`src/design/srfd_pkg.sv`:
```
// ----------------------------------------------------------------------------
// srfd_pkg: shared types and constants of the serial radio frame deframer
// Frame bytes, response ids, result kinds and the result beat layout.
// ----------------------------------------------------------------------------
package srfd_pkg;

  localparam int unsigned MaxPayloadDef = 127;

  localparam logic [7:0] StartA     = 8'h7A;
  localparam logic [7:0] StartB     = 8'h62;
  localparam logic [7:0] IdRecvData = 8'h8B;

  typedef enum logic [2:0] {
    KindData    = 3'd0,
    KindMatch   = 3'd1,
    KindUnmatch = 3'd2,
    KindClosed  = 3'd3,
    KindFraming = 3'd4,
    KindReject  = 3'd5
  } kind_e;

  typedef struct packed {
    logic [2:0] kind;
    logic [7:0] frame_id;
    logic [7:0] param_value;
    logic [7:0] payload_byte;
    logic [6:0] payload_index;
    logic [7:0] frame_length;
    logic       frame_end;
  } result_t;

  function automatic logic accepted_id(logic [7:0] id);
    logic ok;
    case (id) inside
      8'h81, 8'h82, 8'h84, 8'h85, 8'h89, 8'h8B, 8'h8D, 8'h8F, 8'h90, 8'h91: ok = 1'b1;
      default: ok = 1'b0;
    endcase
    return ok;
  endfunction

endpackage

```
`src/design/srfd_in_if.sv`:
```
// ----------------------------------------------------------------------------
// srfd_in_if: input item channel
// Valid/ready channel carrying one received byte or one issued command id.
// ----------------------------------------------------------------------------
interface srfd_in_if;
  logic       valid;
  logic       ready;
  logic       operation;
  logic [7:0] rx_byte;
  logic [7:0] command_id;

  modport source (output valid, operation, rx_byte, command_id, input ready);
  modport sink   (input valid, operation, rx_byte, command_id, output ready);
endinterface

```
`src/design/srfd_out_if.sv`:
```
// ----------------------------------------------------------------------------
// srfd_out_if: result channel
// Valid/ready channel carrying one deframer result beat.
// ----------------------------------------------------------------------------
interface srfd_out_if;
  logic       valid;
  logic       ready;
  logic [2:0] kind;
  logic [7:0] frame_id;
  logic [7:0] param_value;
  logic [7:0] payload_byte;
  logic [6:0] payload_index;
  logic [7:0] frame_length;
  logic       frame_end;

  modport source (output valid, kind, frame_id, param_value, payload_byte,
                  payload_index, frame_length, frame_end, input ready);
  modport sink   (input valid, kind, frame_id, param_value, payload_byte,
                  payload_index, frame_length, frame_end, output ready);
endinterface

```
`src/design/serial_radio_frame_deframer.sv`:
```
// ----------------------------------------------------------------------------
// serial_radio_frame_deframer: radio firmware link frame parser
// Each result beat is decoded combinationally and registered in the output buffer.
// Throughput: one input beat per cycle while the output buffer is not full.
// Input ready drops only while both result entries are occupied.
// Reset clears the parse state, the pending command and link_open.
// ----------------------------------------------------------------------------
module serial_radio_frame_deframer #(
  parameter int unsigned MaxPayload = srfd_pkg::MaxPayloadDef
) (
  input  logic       clk_i,
  input  logic       rst_ni,
  input  logic       cfg_we_i,
  input  logic       cfg_wdata_i,
  srfd_in_if.sink    item_i,
  srfd_out_if.source result_o
);
  import srfd_pkg::*;

  logic    link_open_q;
  logic    accept;
  logic    res_valid;
  logic    full;
  result_t res;
  result_t head;

  assign item_i.ready = !full;
  assign accept       = item_i.valid && item_i.ready;

  always_ff @(posedge clk_i or negedge rst_ni) begin
    if (!rst_ni) begin
      link_open_q <= 1'b0;
    end else if (cfg_we_i) begin
      link_open_q <= cfg_wdata_i;
    end
  end

  srfd_parser #(.MaxPayload(MaxPayload)) u_parser (
    .clk_i        (clk_i),
    .rst_ni       (rst_ni),
    .accept_i     (accept),
    .operation_i  (item_i.operation),
    .rx_byte_i    (item_i.rx_byte),
    .command_id_i (item_i.command_id),
    .link_open_i  (link_open_q),
    .res_valid_o  (res_valid),
    .res_o        (res)
  );

  srfd_out_buf u_out_buf (
    .clk_i   (clk_i),
    .rst_ni  (rst_ni),
    .push_i  (accept && res_valid),
    .data_i  (res),
    .full_o  (full),
    .valid_o (result_o.valid),
    .ready_i (result_o.ready),
    .data_o  (head)
  );

  assign result_o.kind          = head.kind;
  assign result_o.frame_id      = head.frame_id;
  assign result_o.param_value   = head.param_value;
  assign result_o.payload_byte  = head.payload_byte;
  assign result_o.payload_index = head.payload_index;
  assign result_o.frame_length  = head.frame_length;
  assign result_o.frame_end     = head.frame_end;

endmodule

```
`src/design/srfd_parser.sv`:
```
// ----------------------------------------------------------------------------
// srfd_parser: frame parser state and result decode
// Updates the parse state on each accepted beat and decodes its result.
// ----------------------------------------------------------------------------
module srfd_parser #(
  parameter int unsigned MaxPayload = srfd_pkg::MaxPayloadDef
) (
  input  logic                      clk_i,
  input  logic                      rst_ni,
  input  logic                      accept_i,
  input  logic                      operation_i,
  input  logic [7:0]                rx_byte_i,
  input  logic [7:0]                command_id_i,
  input  logic                      link_open_i,
  output logic                      res_valid_o,
  output srfd_pkg::result_t         res_o
);
  import srfd_pkg::*;

  localparam int unsigned CntW = $clog2(MaxPayload + 1);

  typedef enum logic [2:0] {
    PhStart1 = 3'd0,
    PhStart2 = 3'd1,
    PhId     = 3'd2,
    PhParam1 = 3'd3,
    PhLength = 3'd4,
    PhData   = 3'd5
  } phase_e;

  phase_e          phase_q, phase_d;
  logic [7:0]      cur_id_q, cur_id_d;
  logic [7:0]      param_q, param_d;
  logic [7:0]      len_q, len_d;
  logic [CntW-1:0] cnt_q, cnt_d;
  logic [7:0]      pend_q, pend_d;

  logic [8:0]      cnt_inc;
  logic            fits;

  assign cnt_inc = 9'(cnt_q) + 9'd1;
  assign fits    = (cur_id_q == IdRecvData) ||
                   (accepted_id(cur_id_q) && pend_q == {1'b0, cur_id_q[6:0]});

  always_comb begin
    phase_d     = phase_q;
    cur_id_d    = cur_id_q;
    param_d     = param_q;
    len_d       = len_q;
    cnt_d       = cnt_q;
    pend_d      = pend_q;
    res_valid_o = 1'b0;
    res_o       = '0;

    if (operation_i) begin
      if (pend_q != 8'd0) begin
        phase_d = PhStart1;
        cur_id_d = '0; param_d = '0; len_d = '0; cnt_d = '0; pend_d = '0;
        res_valid_o       = 1'b1;
        res_o.kind        = KindReject;
        res_o.frame_id    = command_id_i;
        res_o.param_value = pend_q;
      end else begin
        pend_d = command_id_i;
      end
    end else begin
      // drop to the idle state unless a case below advances
      phase_d = PhStart1;
      cur_id_d = '0; param_d = '0; len_d = '0; cnt_d = '0; pend_d = '0;
      case (phase_q)
        PhStart1: begin
          if (rx_byte_i == StartA) begin
            phase_d = PhStart2;
            cur_id_d = cur_id_q; param_d = param_q; len_d = len_q;
            cnt_d = cnt_q; pend_d = pend_q;
          end
        end
        PhStart2: begin
          if (rx_byte_i == StartB) begin
            phase_d = PhId;
            cur_id_d = cur_id_q; param_d = param_q; len_d = len_q;
            cnt_d = cnt_q; pend_d = pend_q;
          end else begin
            res_valid_o     = 1'b1;
            res_o.kind      = KindFraming;
            res_o.frame_end = 1'b1;
          end
        end
        PhId: begin
          if (accepted_id(rx_byte_i)) begin
            phase_d = PhParam1;
            cur_id_d = rx_byte_i; param_d = param_q; len_d = len_q;
            cnt_d = cnt_q; pend_d = pend_q;
          end else begin
            res_valid_o     = 1'b1;
            res_o.kind      = KindFraming;
            res_o.frame_id  = rx_byte_i;
            res_o.frame_end = 1'b1;
          end
        end
        PhParam1: begin
          if (cur_id_q == IdRecvData) begin
            phase_d = PhLength;
            cur_id_d = cur_id_q; param_d = rx_byte_i; len_d = len_q;
            cnt_d = cnt_q; pend_d = pend_q;
          end else begin
            res_valid_o       = 1'b1;
            res_o.kind        = !fits ? KindUnmatch :
                                (!link_open_i ? KindClosed : KindMatch);
            res_o.frame_id    = cur_id_q;
            res_o.param_value = rx_byte_i;
            res_o.frame_end   = 1'b1;
          end
        end
        PhLength: begin
          phase_d = PhData;
          cur_id_d = cur_id_q; param_d = param_q; len_d = rx_byte_i;
          cnt_d = cnt_q; pend_d = pend_q;
        end
        PhData: begin
          res_valid_o = 1'b1;
          if (cnt_q < CntW'(MaxPayload) && {1'b0, len_q} <= 9'(MaxPayload)) begin
            res_o.frame_id      = IdRecvData;
            res_o.param_value   = param_q;
            res_o.payload_byte  = rx_byte_i;
            res_o.payload_index = 7'(cnt_q);
            res_o.frame_length  = len_q;
            if (cnt_inc == {1'b0, len_q}) begin
              res_o.kind      = link_open_i ? KindData : KindClosed;
              res_o.frame_end = 1'b1;
            end else begin
              res_o.kind = KindData;
              phase_d = PhData;
              cur_id_d = cur_id_q; param_d = param_q; len_d = len_q;
              cnt_d = CntW'(cnt_inc); pend_d = pend_q;
            end
          end else begin
            res_o.kind      = KindFraming;
            res_o.frame_id  = IdRecvData;
            res_o.frame_end = 1'b1;
          end
        end
        default: ;
      endcase
    end
  end

  always_ff @(posedge clk_i or negedge rst_ni) begin
    if (!rst_ni) begin
      phase_q  <= PhStart1;
      cur_id_q <= '0;
      param_q  <= '0;
      len_q    <= '0;
      cnt_q    <= '0;
      pend_q   <= '0;
    end else if (accept_i) begin
      phase_q  <= phase_d;
      cur_id_q <= cur_id_d;
      param_q  <= param_d;
      len_q    <= len_d;
      cnt_q    <= cnt_d;
      pend_q   <= pend_d;
    end
  end

endmodule

```
`src/design/srfd_out_buf.sv`:
```
// ----------------------------------------------------------------------------
// srfd_out_buf: result register with skid entry
// Two-entry buffer that registers result beats and decouples the two sides.
// ----------------------------------------------------------------------------
module srfd_out_buf (
  input  logic              clk_i,
  input  logic              rst_ni,
  input  logic              push_i,
  input  srfd_pkg::result_t data_i,
  output logic              full_o,
  output logic              valid_o,
  input  logic              ready_i,
  output srfd_pkg::result_t data_o
);
  import srfd_pkg::*;

  result_t    head_q, skid_q;
  logic [1:0] cnt_q;
  logic       pop;

  assign pop     = valid_o && ready_i;
  assign valid_o = (cnt_q != 2'd0);
  assign full_o  = (cnt_q == 2'd2);
  assign data_o  = head_q;

  always_ff @(posedge clk_i or negedge rst_ni) begin
    if (!rst_ni) begin
      cnt_q <= 2'd0;
    end else begin
      cnt_q <= cnt_q + 2'(push_i) - 2'(pop);
    end
  end

  always_ff @(posedge clk_i) begin
    if (pop) begin
      head_q <= (push_i && cnt_q == 2'd1) ? data_i : skid_q;
    end else if (push_i && cnt_q == 2'd0) begin
      head_q <= data_i;
    end
    if (push_i && !pop && cnt_q == 2'd1) begin
      skid_q <= data_i;
    end
  end

endmodule

```
`src/flat_wrapper.sv`:
```
// flat-port wrapper written by rule: the top's interface ports become plain ports
module serial_radio_frame_deframer_flat import srfd_pkg::*;
#(
  parameter int unsigned MaxPayload = srfd_pkg::MaxPayloadDef
)
  (clk_i, rst_ni, cfg_we_i, cfg_wdata_i, item_i_valid, item_i_operation, item_i_rx_byte, item_i_command_id, item_i_ready, result_o_valid, result_o_kind, result_o_frame_id, result_o_param_value, result_o_payload_byte, result_o_payload_index, result_o_frame_length, result_o_frame_end, result_o_ready);
  srfd_in_if item_i_i ();
  srfd_out_if result_o_i ();
  input  logic clk_i;
  input  logic rst_ni;
  input  logic cfg_we_i;
  input  logic cfg_wdata_i;
  input wire logic [$bits(item_i_i.valid)-1:0] item_i_valid;
  input wire logic [$bits(item_i_i.operation)-1:0] item_i_operation;
  input wire logic [$bits(item_i_i.rx_byte)-1:0] item_i_rx_byte;
  input wire logic [$bits(item_i_i.command_id)-1:0] item_i_command_id;
  output wire logic [$bits(item_i_i.ready)-1:0] item_i_ready;
  output wire logic [$bits(result_o_i.valid)-1:0] result_o_valid;
  output wire logic [$bits(result_o_i.kind)-1:0] result_o_kind;
  output wire logic [$bits(result_o_i.frame_id)-1:0] result_o_frame_id;
  output wire logic [$bits(result_o_i.param_value)-1:0] result_o_param_value;
  output wire logic [$bits(result_o_i.payload_byte)-1:0] result_o_payload_byte;
  output wire logic [$bits(result_o_i.payload_index)-1:0] result_o_payload_index;
  output wire logic [$bits(result_o_i.frame_length)-1:0] result_o_frame_length;
  output wire logic [$bits(result_o_i.frame_end)-1:0] result_o_frame_end;
  input wire logic [$bits(result_o_i.ready)-1:0] result_o_ready;
  assign item_i_i.valid = item_i_valid;
  assign item_i_i.operation = item_i_operation;
  assign item_i_i.rx_byte = item_i_rx_byte;
  assign item_i_i.command_id = item_i_command_id;
  assign item_i_ready = item_i_i.ready;
  assign result_o_valid = result_o_i.valid;
  assign result_o_kind = result_o_i.kind;
  assign result_o_frame_id = result_o_i.frame_id;
  assign result_o_param_value = result_o_i.param_value;
  assign result_o_payload_byte = result_o_i.payload_byte;
  assign result_o_payload_index = result_o_i.payload_index;
  assign result_o_frame_length = result_o_i.frame_length;
  assign result_o_frame_end = result_o_i.frame_end;
  assign result_o_i.ready = result_o_ready;
  serial_radio_frame_deframer #(.MaxPayload(MaxPayload)) u_core (.clk_i(clk_i), .rst_ni(rst_ni), .cfg_we_i(cfg_we_i), .cfg_wdata_i(cfg_wdata_i), .item_i(item_i_i), .result_o(result_o_i));
endmodule
```
`config.mk`:
```
export PLATFORM = sky130hd
export DESIGN_NAME = serial_radio_frame_deframer_flat
export DESIGN_NICKNAME = d
export VERILOG_FILES = /design/src/design/srfd_pkg.sv /design/src/design/srfd_in_if.sv /design/src/design/srfd_out_if.sv /design/src/design/serial_radio_frame_deframer.sv /design/src/design/srfd_parser.sv /design/src/design/srfd_out_buf.sv /design/src/flat_wrapper.sv
export SDC_FILE = /design/constraint.sdc
export NUM_CORES = 1
export LEC_CHECK = 0
export BUFFER_PORTS_ARGS = -buffer_cell sky130_fd_sc_hd__buf_2
export CAP_MARGIN = 40
export CORE_MARGIN = 5
export CORE_UTILIZATION = 53
export DETAILED_ROUTE_END_ITERATION = 10
export GPL_TIMING_DRIVEN = 1
export PLACE_DENSITY_LB_ADDON = 0.2
export SYNTH_ARGS = -nofsm -noshare
export SYNTH_HDL_FRONTEND = slang
export SYNTH_SLANG_ARGS = --single-unit
export TNS_END_PERCENT = 5
```
`constraint.sdc`:
```
create_clock -name clk_i -period 6.2 [get_ports clk_i]
set_input_delay 0 -clock clk_i [delete_from_list [all_inputs] [get_ports clk_i]]
set_output_delay 0 -clock clk_i [all_outputs]
set_load 0.1 [all_outputs]
```
==> flow_metrics.tcl, run 1 <==
set metrics [dict create \
    grtUsageTotal 0.222 \
    dr_total_vias 4654 \
    post_route_cells_drive_above_1_share 0.260 \
    grt_first_pass_wirelength_mm 24.9 \
    synthTopCellsByCount "sky130_fd_sc_hd__edfxtp_1, sky130_fd_sc_hd__dfrtp_1, sky130_fd_sc_hd__mux2_2" \
    xor_and_xnor_area_share_after_synthesis 0.0215 \
    gpl.final_weighted_congestion 0.944 \
    synth.yosys.warnings 0 \
    drt-total-wl_mm 15.4 \
    grt_pass1_vias 4699 \
    post_synth_edffs 86 \
    end_kind "flip-flop" \
    syn_inst 526 \
    cp_max_fanout 22 \
    yosysTopAreaCell "sky130_fd_sc_hd__edfxtp_1" \
    detailedRoute.firstPassIterationCount 5 \
    async_flop_share 0.344 \
    critical_path_arrival_ps 3750 \
    die_x_um 121 \
    simple_gate_share_of_the_synthesized_area 0.133 \
    syn-num-nets 552 \
    wire_per_inst_um 20.0 \
    via_density_per_instance 6.04 \
    max_stage_delay_ps 610 \
    grt_antenna_before_repair 0 \
    number_of_cells_upsized_or_downsized_after_cts 0 \
    synth-compound-area-share 0.112 \
    top_signal_layer_used "met4" \
    antennaDiodeCount 0 \
    clkLatencyLatePin_ps 420 \
    cts_root_buffer "sky130_fd_sc_hd__clkbuf_16" \
    final_period_minus_worst_setup_slack_ps 3590 \
    detailed_place_hpwl_mm 10.4 \
    finalSetupTns_ps 0 \
    syn2layout_area_growth_pct 19.7 \
    worst_ir_drop_vdd_uv 252 \
    period_utilization_post_route 0.580 \
    timing.max_slew.rel_slack 0.409 \
    fillerInstances 933 \
    yosys_most_used_dff "sky130_fd_sc_hd__edfxtp_1" \
    synth.avg_cell_area_um2 12.4 \
    post-synth-top-area-fraction 0.396 \
    critPathKind "reg -> reg" \
    yosys-mux-area-fraction 0.114 \
    met1_length_mm 6.41 \
    postCtsHoldBufs 21 \
    clk_transition_reported_paths_ps 60 \
    cap_viol_max_count 0 \
    critPathRequiredTime_ps 6360 \
    drt_drc_violations_left 0 \
    finalMaxSlewViolations 0 \
    pwr_density_cell_mw_per_mm2 498 \
    tritoncts.num_buffers 17 \
    synth_area_leaders "sky130_fd_sc_hd__edfxtp_1, sky130_fd_sc_hd__dfrtp_1, sky130_fd_sc_hd__mux2_2" \
    design.die.area_mm2 0.0146 \
    globalRouteOverflowTotal 0 \
    register_area_mm2 0.00371 \
    multiInputGateArea_mm2 0.00254 \
    fin_skew_ps 7.15 \
    cts_max_path_buffers 2 \
    synth.cell_area_mm2 0.00652 \
    dpl_worst_slack_ps 2680 \
    clock_sink_count 131 \
    io-pin-count 68 \
    synth-adder-area-share 0.00576 \
    rsz_0062_raised_after_global_routing "false" \
    synth.ff_latch_count 131 \
    count_of_final_setup_violators 0 \
    postcts_setup_bufs 0 \
    netlist-cell-type-count 66 \
    buffer_ports.inserted 67 \
    area_of_the_core_mm2 0.0120 \
    initialDrtViolationCount 554 \
    seq_area_frac_synth 0.569 \
    final.setup.worst_slack_ps 2610 \
    max_slew.worst_pin.slew_ps 883 \
    tritoncts "yes" \
    placementRows 40 \
    grt_max_degree 44 \
    route.antenna.remaining_nets 0 \
    synth_most_common_cell "sky130_fd_sc_hd__edfxtp_1" \
    routed-wl-met2_mm 7.66 \
    worstPathCellList "or3b_2, o311a_1, or3b_1, nor2_1, o311a_2, buf_16, mux2_1" \
    holdCritPathClass "in -> async" \
    report.final.hold_viol_count 0 \
    final_net_count 636 \
    floorplan.initialDensity 0.543 \
    fmax_ghz 0.278 \
    met3RoutedLength_um 997 \
    startpoint_type "flip-flop" \
    floorplan.die.height_um 121 \
    leakagePower_nw 3.35 \
    htree_num_levels 4 \
    critical-path-slowest-cell "sky130_fd_sc_hd__o311a_2" \
    run_status "completed" \
    final_core_utilization 0.650 \
    dominant_combinational_cell_family_by_area_after_synthesis "simple AND/OR/NAND/NOR gates" \
]
[flip-flops by register name, indices dropped and copies added (netlist names)]
signal,count
u_core.u_parser.param_q,8
u_core.u_parser.len_q,8
u_core.u_parser.cnt_q,7
u_core.u_parser.phase_q,3
u_core.u_out_buf.data_o,43
u_core.u_parser.pend_q,8
u_core.u_out_buf.skid_q,43
u_core.u_parser.cur_id_q,8
u_core.u_out_buf.cnt_q,2
u_core.link_open_q,1
[report_power, final]
part | switching (mW) | internal [mW] | total [mW] | leakage [nW]
Clock | 0.353 | 0.666 | 1.02 | 0.290
Sequential | 0.0703 | 1.16 | 1.23 | 1.45
Combinational | 1.29 | 0.356 | 1.64 | 1.60
[per-stage QoR]
stage               power [mW]  hold slack [ps]  cell area (µm²)  instances
finish                    3.89             90.6             7810        770
global route              4.03              124             7810        770
CTS                       3.91             97.6             7810        770
detailed placement        2.87            -95.3             7000        717
global placement          2.83              230             6930        713
floorplan                 2.60             -296             6530        526
[logic make-up (layout without fill, tap and decap cells)]
| group | count (synthesis) | count (layout) |
|---|---|---|
| muxes | 68 | 68 |
| DFF | 131 | 131 |
| buffers and inverters | 65 | 162 |
| other | 1 | 1 |
| AOI/OAI and AO/OA | 90 | 90 |
| xor gates and xnor gates | 16 | 16 |
| and+or+nand+nor | 152 | 152 |
| adders and majority gates | 3 | 3 |
[critical path, delay by kind of cell (launching register included)]
family	cells	cell delay, ps
AO/OA/AOI/OAI	2	1160
AND/OR/NAND/NOR	3	1130
flip-flops	1	400
multiplexers	1	350
buffers and inverters	1	240
[metal layers]
| layer | vias to the layer above | global-route usage |
|---|---|---|
| li1 | 2139 | - |
| met1 | 2309 | 0.281 |
| met2 | 173 | 0.368 |
| met3 | 33 | 0.0480 |
| met4 | 0 | 0.0977 |
| met5 | - | 0 |
[layout by cell type, fill, tap and decap left out, types with 4 or more instances in the layout]
master and n:
sky130_fd_sc_hd__inv_1 34, sky130_fd_sc_hd__nor4_1 4, sky130_fd_sc_hd__clkbuf_16 17, sky130_fd_sc_hd__a21oi_1 4, sky130_fd_sc_hd__mux2_1 4, sky130_fd_sc_hd__dfrtp_1 45, sky130_fd_sc_hd__or3b_2 4, sky130_fd_sc_hd__bufinv_16 4
sky130_fd_sc_hd__nor2b_1 8, sky130_fd_sc_hd__mux2i_1 19, sky130_fd_sc_hd__and3_1 24, sky130_fd_sc_hd__dlygate4sd3_1 21, sky130_fd_sc_hd__nor3_1 9, sky130_fd_sc_hd__a22o_1 27, sky130_fd_sc_hd__buf_2 67, sky130_fd_sc_hd__nor2_1 24
sky130_fd_sc_hd__nand3_1 5, sky130_fd_sc_hd__or3_1 8, sky130_fd_sc_hd__buf_4 5, sky130_fd_sc_hd__xor2_1 7, sky130_fd_sc_hd__edfxtp_1 86, sky130_fd_sc_hd__o21ai_0 14, sky130_fd_sc_hd__xnor2_1 9, sky130_fd_sc_hd__nand2_1 34
sky130_fd_sc_hd__and2_1 5, sky130_fd_sc_hd__mux2_2 45, sky130_fd_sc_hd__a221oi_1 4, sky130_fd_sc_hd__nand3b_1 6
[final timing paths]
path,from,end,slack [ps],cells after the start
min in group clk_i,item_i_valid,u_core.u_parser.phase_q[0]$_DFFE_PN0P_,140,4
worst max-delay path,u_core.u_parser.cur_id_q[5]$_DFFE_PN0P_,u_core.u_out_buf.data_o[13]$_DFFE_PP_,2610,7
max in group asynchronous,rst_ni,u_core.u_parser.cnt_q[6]$_DFFE_PN0P_,5230,3
worst min register to register,u_core.u_out_buf.skid_q[8]$_DFFE_PP_,u_core.u_out_buf.data_o[8]$_DFFE_PP_,520,1
worst min-delay path,rst_ni,u_core.u_parser.cur_id_q[4]$_DFFE_PN0P_,90,3
worst max register to register,u_core.u_parser.cur_id_q[5]$_DFFE_PN0P_,u_core.u_out_buf.data_o[13]$_DFFE_PP_,2610,7
[area by class of cell]
cell class | instances | share of cell area
Clock buffer | 20 | 0.0559
Clock inverter | 12 | 0.0208
Inverter | 34 | 0.0163
Multi-Input combinational cell | 330 | 0.326
Sequential cell | 131 | 0.475
Tap cell | 147 | 0.0236
Timing Repair Buffer | 96 | 0.0822
No activity file was read; power rests on OpenSTA's default activity.
==> inputs of run 2 (changes only) <==
CORE_UTILIZATION = 55   (was 53)
clock period = 3.7 ns   (was 6.2 ns; I/O delays follow)
==> run 2 against run 1 <==
Die area decreased by 3.3%; non-clock buffer count increased by 3; critical path depth increased by 1; register-to-register slack got worse by 2100 ps; combinational power increased by 70%; clock-buffer cell count increased by 6; worst hold slack about the same; routed wire length increased by 0.73%; sequential share of layout area increased by 0.21 points.
==> flow_metrics.tcl, run 2 (synthesis results as in run 1) <==
set metrics [dict create \
    run_status "completed" \
    htree_num_levels 4 \
    grt_first_pass_wirelength_mm 24.9 \
    initialDrtViolationCount 596 \
    buffer_ports.inserted 67 \
    die_x_um 119 \
    worst_ir_drop_vdd_uv 416 \
    dr_total_vias 4728 \
    layout.cells.most_common "sky130_fd_sc_hd__edfxtp_1" \
    count_of_final_setup_violators 0 \
    critPathKind "in -> reg" \
    postCtsHoldBufs 19 \
    detailed_place_hpwl_mm 10.5 \
    holdCritPathClass "in -> async" \
    detailedRoute.firstPassIterationCount 5 \
    antennaDiodeCount 0 \
    max_slew.worst_pin.slew_ps 803 \
    grt_antenna_before_repair 0 \
    post_route_cells_drive_above_1_share 0.267 \
    cap_viol_max_count 0 \
    syn2layout_area_growth_pct 19.2 \
    floorplan.die.height_um 119 \
    post_layout_nonfiller_instances 769 \
    floorplan.initialDensity 0.566 \
    startpoint_type "input pin" \
    end_kind "flip-flop" \
    design.die.area_mm2 0.0141 \
    final.setup.worst_slack_ps 471 \
    via_density_per_instance 6.15 \
    wire_per_inst_um 20.2 \
    clkLatencyLatePin_ps 410 \
    postcts_setup_bufs 0 \
    tritoncts "yes" \
    fillerInstances 830 \
    timing.max_slew.rel_slack 0.460 \
    period_utilization_post_route 0.873 \
    finalMaxSlewViolations 0 \
    finalSetupTns_ps 0 \
    grtUsageTotal 0.225 \
    critical_path_arrival_ps 3320 \
    cts_max_path_buffers 2 \
    grt_pass1_vias 4755 \
    io-pin-count 68 \
    grt_max_degree 44 \
    final_cell_mix "sky130_fd_sc_hd__edfxtp_1, sky130_fd_sc_hd__buf_2, sky130_fd_sc_hd__mux2_2, sky130_fd_sc_hd__dfrtp_1" \
    leakagePower_nw 3.34 \
    globalRouteOverflowTotal 0 \
    final_net_count 639 \
    rsz_0062_raised_after_global_routing "false" \
    number_of_cells_upsized_or_downsized_after_cts 0 \
    drt_drc_violations_left 0 \
    placementRows 39 \
    gpl.final_weighted_congestion 0.956 \
    cp_max_fanout 43 \
    route.antenna.remaining_nets 0 \
    clock_sink_count 131 \
    fin_total_pwr_mw 6.40 \
    dpl_worst_slack_ps 569 \
    fmax_ghz 0.310 \
    critPathRequiredTime_ps 3800 \
    final_period_minus_worst_setup_slack_ps 3230 \
    area_of_the_core_mm2 0.0115 \
    report.final.hold_viol_count 0 \
    cts_root_buffer "sky130_fd_sc_hd__clkbuf_16" \
    fin_skew_ps 6.13 \
    clk_transition_reported_paths_ps 50 \
    dp.cells 718 \
    drt-total-wl_mm 15.5 \
    tritoncts.num_buffers 17 \
    pwr_density_cell_mw_per_mm2 823 \
]
## run 2: layout make-up
cell class                 instances  area, µm²  area share
multi-input combinational        330       2540       0.327
clock buffer                      26        489      0.0630
clock inverter                     6       57.6     0.00741
timing repair buffer              99        664      0.0855
inverter                          34        128      0.0164
sequential                       131       3710       0.477
tap                              143        179      0.0230
## run 2: where the power goes
| group | switching (mW) | leakage, nW | internal [mW] |
|---|---|---|---|
| logic | 2.18 | 1.62 | 0.610 |
| registers | 0.119 | 1.45 | 1.94 |
| clock network | 0.578 | 0.268 | 0.972 |
| total | 2.88 | 3.34 | 3.52 |
## run 2: through the flow
stage               utilization  area, µm²  hold slack (ps)
CTS                       0.675       7770             89.7
detailed placement        0.611       7030             3.69
global placement          0.608       7000              223
floorplan                     -       6540             -296
finish                    0.675       7770             90.3
global route              0.675       7770              112
## run 2: routing by layer
metal | up-vias | share of wire | track usage
met4 | 0 | 0.031 | 0.120
met1 | 2330 | 0.42 | 0.303
met2 | 214 | 0.49 | 0.349
li1 | 2148 | - | -
met5 | - | 0 | 0
met3 | 36 | 0.061 | 0.0417
## run 2: worst max-delay path: stages
cell,delay (ps)
sky130_fd_sc_hd__dlygate4sd3_1,550
sky130_fd_sc_hd__buf_2,210
sky130_fd_sc_hd__or4b_4,580
sky130_fd_sc_hd__o311ai_1,450
sky130_fd_sc_hd__or3b_1,430
sky130_fd_sc_hd__o31ai_1,670
sky130_fd_sc_hd__o21bai_4,60
sky130_fd_sc_hd__buf_4,350
## run 2: path summary, 6_finish.rpt
path	start	endpoint	slack, ps	cells past startpoint
worst max-delay path	item_i_rx_byte[0]	u_core.u_out_buf.data_o[21]$_DFFE_PP_	470	8
worst min register to register	u_core.u_parser.param_q[4]$_DFFE_PN0P_	u_core.u_parser.param_q[4]$_DFFE_PN0P_	520	2
max in group asynchronous	rst_ni	u_core.u_parser.param_q[5]$_DFFE_PN0P_	3090	3
worst min-delay path	rst_ni	u_core.u_out_buf.cnt_q[0]$_DFF_PN0_	90	2
min in group clk_i	result_o_ready	u_core.u_out_buf.skid_q[10]$_DFFE_PP_	110	3
worst max register to register	u_core.u_parser.cnt_q[0]$_DFFE_PN0P_	u_core.u_parser.cur_id_q[2]$_DFFE_PN0P_	510	7
==> inputs of run 3 (changes only) <==
clock period = 3.6 ns   (was 3.7 ns; I/O delays follow)
==> run 3 against run 2 <==
Core utilization is 0.14 points higher; sequential share of layout area shrank 0.10 points; worst setup slack worse by 57 ps; via count is 0.34% higher; clock-buffer cell count down 8; final cell count unchanged; clock power rose by 7%; sequential power increased by 3%; first-iteration DRC count shrank 21%; power increased by 3.7%; largest power group unchanged.
==> flow_metrics.tcl, run 3 (synthesis results as in run 1) <==
set metrics [dict create \
    cp.buffers_inverters 3 \
    final_cell_mix "sky130_fd_sc_hd__edfxtp_1, sky130_fd_sc_hd__buf_2, sky130_fd_sc_hd__mux2_2, sky130_fd_sc_hd__dfrtp_1" \
    timing.max_slew.rel_slack 0.463 \
    critPathRequiredTime_ps 3770 \
    fmax_ghz 0.314 \
    grt_antenna_before_repair 1 \
    critPathKind "in -> reg" \
    cp_max_fanout 40 \
    rr_worst_depth 7 \
    fin_total_pwr_mw 6.63 \
    grtUsageTotal 0.231 \
    postCtsHoldBufs 20 \
    startpoint_type "input pin" \
    final_core_utilization 0.676 \
    rr_endpoint "u_core.u_parser.cur_id_q[4]$_DFFE_PN0P_" \
    post_route_design_area_mm2 0.00779 \
    finalSetupTns_ps 0 \
    floorplan.initialDensity 0.566 \
    dpl_worst_slack_ps 498 \
    post_route_cells_drive_above_1_share 0.272 \
    number_of_cells_upsized_or_downsized_after_cts 0 \
    tritoncts.num_buffers 17 \
    grt_pass1_vias 4763 \
    count_of_final_setup_violators 0 \
    initialDrtViolationCount 469 \
    cts_max_path_buffers 2 \
    worstSetupStartpoint "item_i_rx_byte[1]" \
    leakagePower_nw 3.34 \
    postcts_setup_bufs 0 \
    run_status "completed" \
    htree_num_levels 4 \
    dr_total_vias 4744 \
    detailedRoute.firstPassIterationCount 5 \
    clock_sink_count 131 \
    clkLatencyLatePin_ps 420 \
    worst_ir_drop_vdd_uv 393 \
    globalRouteOverflowTotal 0 \
    end_kind "flip-flop" \
    wire_per_inst_um 20.7 \
    post_dp_cell_area_mm2 0.00702 \
    area_of_the_core_mm2 0.0115 \
    critical-path-top-delay-family "simple AND/OR/NAND/NOR gates" \
    gpl.final_weighted_congestion 0.910 \
    period_utilization_post_route 0.885 \
    holdCritPathClass "in -> async" \
    grt_max_degree 44 \
    rsz_0062_raised_after_global_routing "false" \
    worstPathCellList "dlygate4sd3_1, buf_2, or4b_4, o311ai_1, or3b_1, nor2_1, o311a_2, buf_12, mux2_2" \
    buffer_ports.inserted 67 \
    floorplan.die.height_um 119 \
    max_stage_delay_ps 550 \
    design.die.area_mm2 0.0141 \
    regToRegSetupSlack_ps 430 \
    via_density_per_instance 6.17 \
    critical_path_arrival_ps 3350 \
    drt-total-wl_mm 15.9 \
    final_period_minus_worst_setup_slack_ps 3190 \
    placementRows 39 \
    capture_point_of_the_worst_path "u_core.u_out_buf.data_o[16]$_DFFE_PP_" \
    cts_root_buffer "sky130_fd_sc_hd__clkbuf_16" \
    detailed_place_hpwl_mm 10.5 \
    clk_transition_reported_paths_ps 60 \
    die_x_um 119 \
    cp_num_cells 9 \
    final.setup.worst_slack_ps 414 \
    pwr_density_cell_mw_per_mm2 852 \
    grt_first_pass_wirelength_mm 25.7 \
    tritoncts "yes" \
    drt_drc_violations_left 0 \
    syn2layout_area_growth_pct 19.4 \
    critical-path-slowest-cell "sky130_fd_sc_hd__dlygate4sd3_1" \
    report.final.hold_viol_count 0 \
    cap_viol_max_count 0 \
    layout.cells.most_common "sky130_fd_sc_hd__edfxtp_1" \
    r2r-start "u_core.u_parser.cnt_q[0]$_DFFE_PN0P_" \
    io-pin-count 68 \
    max_slew.worst_pin.slew_ps 805 \
    fin_skew_ps 7.20 \
    finalMaxSlewViolations 0 \
    route.antenna.remaining_nets 0 \
    final_net_count 638 \
]
[run 3: cell count changes in the layout (fill, tap and decap cells not counted), moves of 2 or more]
cell and change:
sky130_fd_sc_hd__clkbuf_8 -3, sky130_fd_sc_hd__inv_6 +2, sky130_fd_sc_hd__clkbuf_1 -5, sky130_fd_sc_hd__clkinvlp_4 +2
[run 3: stage by stage]
stage | cells | hold WS (ps)
after detailed placement | 716 | -65.6
final | 769 | 24.6
after global placement | 715 | 225
after global routing | 769 | 52.4
after CTS | 768 | 28.9
after floorplan | 526 | -296
[run 3: power breakdown]
group / internal (mW) / total (mW) / switching [mW]
Sequential: 1.99 / 2.12 / 0.125
Combinational: 0.617 / 2.85 / 2.23
Clock: 1.01 / 1.66 / 0.648
[run 3: cell type report]
type,instances,area [µm²]
fillers,826,3730
well taps,143,179
diodes,1,2.50
multi-input cells,330,2550
inverters,34,128
clock buffers,18,429
repair buffers,98,656
clock inverters,14,138
flip-flops and latches,131,3710
[run 3: how the worst min path moves through the flow]
stage                     cells after the start   start  slack (ps)                                     end
after floorplan                               0  rst_ni        -300          u_core.link_open_q$_DFFE_PN0P_
after global placement                        1  rst_ni         230     u_core.u_out_buf.cnt_q[0]$_DFF_PN0_
after detailed placement                      1  rst_ni         -70          u_core.link_open_q$_DFFE_PN0P_
after CTS                                     2  rst_ni          30  u_core.u_parser.phase_q[2]$_DFFE_PN0P_
after global routing                          2  rst_ni          50    u_core.u_parser.cnt_q[4]$_DFFE_PN0P_
final                                         2  rst_ni          20          u_core.link_open_q$_DFFE_PN0P_
[run 3: routing by layer]
metal	track usage	vias up	share of wire
met2	0.370	230	0.49
met4	0.0898	0	0.022
met3	0.0555	31	0.069
met1	0.309	2332	0.42
li1	-	2151	-
met5	0	-	0
